<file path="src/design/cascaded_key_compactor_macros.svh">
// ----------------------------------------------------------------------------
// cascaded key compactor assertion macros
// Shared property wrappers for the compactor checks, clocked on clk_i and
// disabled while rst_ni is low.
// ----------------------------------------------------------------------------
`ifndef CASCADED_KEY_COMPACTOR_MACROS_SVH
`define CASCADED_KEY_COMPACTOR_MACROS_SVH

// same-cycle implication
`define CKC_ASSERT_NOW(lbl, ante, cons, msg) \
  lbl: assert property (@(posedge clk_i) disable iff (!rst_ni) (ante) |-> (cons)) \
    else $error(msg);

// next-cycle implication
`define CKC_ASSERT_NEXT(lbl, ante, cons, msg) \
  lbl: assert property (@(posedge clk_i) disable iff (!rst_ni) (ante) |=> (cons)) \
    else $error(msg);

`endif

</file>
<file path="src/design/ckc_pkg.sv">
// ----------------------------------------------------------------------------
// ckc_pkg
// Widths, derived sizes and the controller/datapath interface types of the
// cascaded key compactor.
// ----------------------------------------------------------------------------
package ckc_pkg;

  localparam int unsigned TRICK_KEY_BITS = 12;
  localparam int unsigned RANK_KEY_BITS  = 16;
  localparam int unsigned CASE_KEY_BITS  = 8;
  localparam int unsigned TRICK_ID_BITS  = 8;
  localparam int unsigned RANK_ID_BITS   = 10;
  localparam int unsigned CASE_ID_BITS   = 7;
  localparam int unsigned RC_ID_BITS     = 12;
  localparam int unsigned RC_KEY_BITS    = RANK_ID_BITS + CASE_ID_BITS;
  localparam int unsigned COMPACT_BITS   = 20;
  localparam int unsigned CAT_BITS       = RC_ID_BITS + TRICK_ID_BITS;

  localparam int unsigned SWEEP_TR = (TRICK_KEY_BITS > RANK_KEY_BITS) ?
                                     TRICK_KEY_BITS : RANK_KEY_BITS;
  localparam int unsigned SWEEP_CR = (CASE_KEY_BITS > RC_KEY_BITS) ?
                                     CASE_KEY_BITS : RC_KEY_BITS;
  localparam int unsigned SWEEP_BITS = (SWEEP_TR > SWEEP_CR) ? SWEEP_TR : SWEEP_CR;

  typedef struct packed {
    logic sweep;
    logic accept;
    logic look;
    logic commit;
  } ckc_cmd_t;

  typedef struct packed {
    logic sweep_last;
    logic out_free;
  } ckc_status_t;

endpackage

</file>
<file path="src/design/ckc_ctrl.sv">
// ----------------------------------------------------------------------------
// ckc_ctrl
// Sequencer of the compactor: table clearing pass after reset, then for each
// transaction a first lookup, the dependent rankcase lookup and the commit.
// ----------------------------------------------------------------------------
module ckc_ctrl import ckc_pkg::*; (
  input  logic        clk_i,
  input  logic        rst_ni,
  input  logic        in_valid_i,
  output logic        in_ready_o,
  input  ckc_status_t status_i,
  output ckc_cmd_t    cmd_o
);

  localparam logic [1:0] StSweep = 2'd0;
  localparam logic [1:0] StIdle  = 2'd1;
  localparam logic [1:0] StLook  = 2'd2;
  localparam logic [1:0] StPair  = 2'd3;

  logic [1:0] state_q, state_d;

  always_comb begin
    state_d = state_q;
    cmd_o   = '0;
    unique case (state_q)
      StSweep: begin
        cmd_o.sweep = 1'b1;
        if (status_i.sweep_last) begin
          state_d = StIdle;
        end
      end
      StIdle: begin
        if (in_valid_i) begin
          cmd_o.accept = 1'b1;
          state_d      = StLook;
        end
      end
      StLook: begin
        cmd_o.look = 1'b1;
        state_d    = StPair;
      end
      StPair: begin
        if (status_i.out_free) begin
          cmd_o.commit = 1'b1;
          state_d      = StIdle;
        end
      end
      default: state_d = StSweep;
    endcase
  end

  assign in_ready_o = (state_q == StIdle);

  always_ff @(posedge clk_i or negedge rst_ni) begin
    if (!rst_ni) begin
      state_q <= StSweep;
    end else begin
      state_q <= state_d;
    end
  end

endmodule

</file>
<file path="config.mk">
export PLATFORM = sky130hd
export DESIGN_NAME = ckc_ctrl
export DESIGN_NICKNAME = d
export VERILOG_FILES = /design/src/design/cascaded_key_compactor_macros.svh /design/src/design/ckc_pkg.sv /design/src/design/ckc_ctrl.sv
export SDC_FILE = /design/constraint.sdc
export NUM_CORES = 1
export LEC_CHECK = 0
export BUFFER_PORTS_ARGS = -buffer_cell sky130_fd_sc_hd__buf_2
export CAP_MARGIN = 15
export CORE_AREA = 2 2 39 41
export CTS_CLUSTER_SIZE = 16
export DETAILED_ROUTE_END_ITERATION = 16
export DIE_AREA = 0 0 41 43
export HOLD_SLACK_MARGIN = 0.03
export PLACE_DENSITY = 0.34
export SYNTH_ARGS = -nofsm -noshare
export SYNTH_HDL_FRONTEND = slang
export SYNTH_SLANG_ARGS = --single-unit
</file>
<file path="constraint.sdc">
create_clock -name clk_i -period 2.87 [get_ports clk_i]
set_clock_uncertainty 0.05 [all_clocks]
set_input_delay 0 -clock clk_i [delete_from_list [all_inputs] [get_ports clk_i]]
set_output_delay 0 -clock clk_i [all_outputs]
set_load 0.03 [all_outputs]
</file>
# == Yosys cells after proc, flatten, opt, wreduce, memory -nomap -nowiden ==
# Index checks and enable logic that the tools add are counted.
# classes
n_eq_ne,6
reduce_logical,2
muxes,10
# ops
op,count
$pmux W2 S4,1
$mux W1,6
$mux W2,3
$ne A2 B2 Y1 const B,3
$eq A2 B2 Y1 const B,2
$reduce_and A3 Y1,1
$eq A2 B1 Y1 const B,1
$logic_not A2 Y1,1
# totals
elab_cells,19
inputBits,5
reg_bits,2
output_inout_bits,5

# == Depth between registers and ports, before layout ==
# logic_depth
word_depth,3
depth_mapped,4
mapped_depth_nobuf,4

# == Worst setup path before layout ==
# No wires, ideal clock.
# synth_timing
kind,reg2reg
from,register state_q[0]
to,register state_q[1]
slack_ns,1.125
period_less_slack_ns,1.745
t_required_ns,2.693
arrival_time_ns,1.567
path_buffers,0
setup_ns,0.127
stages_incl_launch_ff,5
cell_sequence,dfrtp_1 -> inv_1 -> ha_1 -> a222oi_1 -> mux2_1
# synth_via
elab_chain_cells,3
word_cells_on_any_way,9
classes_between,eq/ne: 6; mux: 1; reduce/logical: 2
# synth_rtl
element,line_no,rtl
start: declaration,ckc_ctrl.sv:20,"logic [1:0] state_q, state_d;"
start signal: assignment,ckc_ctrl.sv:56,state_q <= StSweep;
start signal: assignment,ckc_ctrl.sv:58,state_q <= state_d;
"$eq A2 B2 Y1, or another cell as far along",ckc_ctrl.sv:25,unique case (state_q)
$ne A2 B2 Y1 (no line),n/a,
$reduce_and A3 Y1 (no line),n/a,
# Several ways; a longest one is shown, not always the timed one.
# A chain may end at the register's enable or synchronous reset.

# == Worst setup path in the final report ==
# Same ends and word-level chain as after synthesis.

==> metrics.md <==
| Metric | Value |
|---|---|
| Ys flop type | dfrtp_1 |
| Hold depth | 4 |
| Post-synth EDFFs | 0 |
| Synth Register Bits | 2 |
| Met1 Resource Use GR | 0.04823 |
| Largest registers | state_q x2 |
| Achievable Freq | 0.5942 GHz |
| Critical path launch point | state_q[0]$_DFFE_PN0P_ |
| Number of flip-flops in the largest register | 2 |
| Post-place instance area | 242.7 um2 |
| Max-slew violations | 0 |
| Worst Hold Class | input port to register |
| Worst R2R Path Depth | 4 |
| Io pins | 10 |
| DR WL/cell | 7.617 um |
| Pwr dens | 1051 nW/um2 |
| Period minus WS final | 1683 ps |
| I/O Buffers | 9 |
| Final Hold Viols | 0 |
| GR Util All Layers | 0.05221 |
| Synth warnings | 0 |
| Die Span Y | 43 um |
| Synth Area per Inst | 10.45 um2 |
| Largest net degree at the start of global routing | 5 |
| Cells after Synth | 17 |
| Final setup violating endpoints | 0 |
| Req. time, crit path | 2920 ps |
| Peak supply drop | 374.6 uV |
| Final WS setup | 1187 ps |
| Critical R2R Launch | state_q[0]$_DFFE_PN0P_ |
| GR Layer Usage met2 | 0.06875 |
| Chip width | 41 um |
| Routed via count | 163 |
| Remaining global-route overflow | 0 |
| Finished Cell Area | 285.3 um2 |
| Hold path start | status_i[1] |
| Multi-input gate area | 107.6 um2 |
| Worst R2R Setup Slack | 1190 ps |
| TritonCTS clock tree | built |
| Drt first pass iters | 4 |
| Dpl hpwl | 295.6 um |
| Share of the synthesized area in the top cell type | 0.3521 |
| Fin nets | 43 |
| GRT busiest layer | met2 |
| Slew margin rel. | 0.7024 |
| Synth top area cells | ha_1, dfrtp_1, inv_1 |
| CTS buffer count | 3 |
| Worst setup SP type | register |
| Hold Path End | state_q[0]$_DFFE_PN0P_ |
| Most frequent cells after synthesis | ha_1, inv_1, dfrtp_1 |
| Register area | 50.05 um2 |
| Placer Congestion | 0.5710 |
| Mapped Area | 177.7 um2 |
| Fraction of final layout cells sized beyond drive strength 1 | 0.4516 |
| Vias per cell | 3.468 |
| Status | complete, no violations |
| Max-capacitance violation count | 0 |
| CTS root buffer | clkbuf_4 |
| Utilization after layout | 0.2061 |
| Die ar. | 1763 um2 |
| Syn Nets | 27 |
| Initial Util | 0.1284 |
| Ant diodes | 0 |
| Most flop-heavy register | state_q |
| Worst slack, placed | 1161 ps |
| Met3 global-route usage | 0.03141 |
| Critical setup path kind | register to register |
| First-pass GRT wire length | 565 um |
| Synth cell types | 9 |
| Ys async rst share | 1.000 |
| Clock Latency Late Sink | 220 ps |
| Row cnt | 14 |
| Crit. End Element | register |
| FF-to-FF End | state_q[1]$_DFFE_PN0P_ |
| Layout area overhead | 60.56% |
| Number of fill cells | 159 |
| Vias in the first global route | 179 |
| Area of the core | 1384 um2 |
| Sequential share of the synthesized area | 0.2817 |
| Area leader, netlist | ha_1 |
| Lkg Pwr | 0.1662 nW |
| Final period util | 0.5864 |
| DR iter-0 viols | 2 |
| Post-route setup TNS | 0 ps |
| H-tree depth | 1 |
| Slew @ Worst Pin | 446.3 ps |
| WHS | 170.9 ps |
| Clk pin slew, worst setup/hold paths | 30 ps |
| Post-route ant nets | 0 |
| Initial antenna violation count | 0 |
| Drc violations | 0 |
| CP Max Fanout | 4 |
| Cts repair resizes | 0 |
| RSZ-0062 raised after global routing | false |
| Most frequent cell after synthesis | ha_1 |
| # clock sinks | 2 |
| Maximum buffer depth of the clock tree | 2 |
| Drt total wl | 358 um |
| Crit path DAT | 1730 ps |
## cells in the final DEF, fill, tap and decap left out
cell type and n:
clkinvlp_2 1, inv_1 4, buf_2 9, dfrtp_1 2, mux2i_1 1, a222oi_1 1
mux2_1 1, clkbuf_4 3, and2_2 1, and2_1 1, dlygate4sd3_1 2, ha_1 5
## final cells by class
| class | instances | share of cell area |
|---|---|---|
| Tap cell | 16 | 0.07018 |
| Sequential cell | 2 | 0.1754 |
| Clock buffer | 3 | 0.07895 |
| Timing Repair Buffer | 11 | 0.2281 |
| Inverter | 5 | 0.07018 |
| Multi-Input combinational cell | 10 | 0.3772 |
## worst max-delay path, stage by stage (launching register included)
cell and delay (ps):
dfrtp_1 390, inv_1 90, ha_1 220, a222oi_1 450, mux2_1 370
## power by group
part / switching, mW / internal, mW
logic: 0.113 / 0.0673
registers: 0.0143 / 0.0437
clock network: 0.0151 / 0.0461
total: 0.143 / 0.157
## metal layers
layer  wire length (um)  vias to the layer above
met5                  0                        -
met4                  0                        0
met3                 50                        0
met2                148                       10
met1                160                       70
li1                   -                       83
## cell families (layout without fill, tap and decap cells)
kind of cell               Yosys count  after routing  synth area share
adders and majority gates            5              5            0.3521
buffers and inverters                5             19            0.1126
muxes                                2              2            0.1197
DFF                                  2              2            0.2817
and+or+nand+nor                      2              2           0.07750
AOI/OAI and AO/OA                    1              1           0.05634
## worst max-delay path by stage
stage	endpoint	slack [ps]	cells after the start
after detailed placement	state_q[1]$_DFFE_PN0P_	1160	4
after CTS	state_q[1]$_DFFE_PN0P_	1160	4
after floorplan	state_q[1]$_DFFE_PN0P_	1130	4
after global routing	state_q[1]$_DFFE_PN0P_	1070	4
after global placement	state_q[1]$_DFFE_PN0P_	1170	4
final	state_q[1]$_DFFE_PN0P_	1190	4
## repair_timing
action | in CTS | in global routing
hold endpoints to repair | 2 | 0
setup buffers | 0 | 0
hold buffers | 2 | 0
## through the flow
stage	power, mW	instances
after floorplan	0.2004	17
after global placement	0.2383	42
after detailed placement	0.2415	42
after CTS	0.3096	47
after global routing	0.3331	47
final	0.2997	47
(Power assumes the default switching activity.)
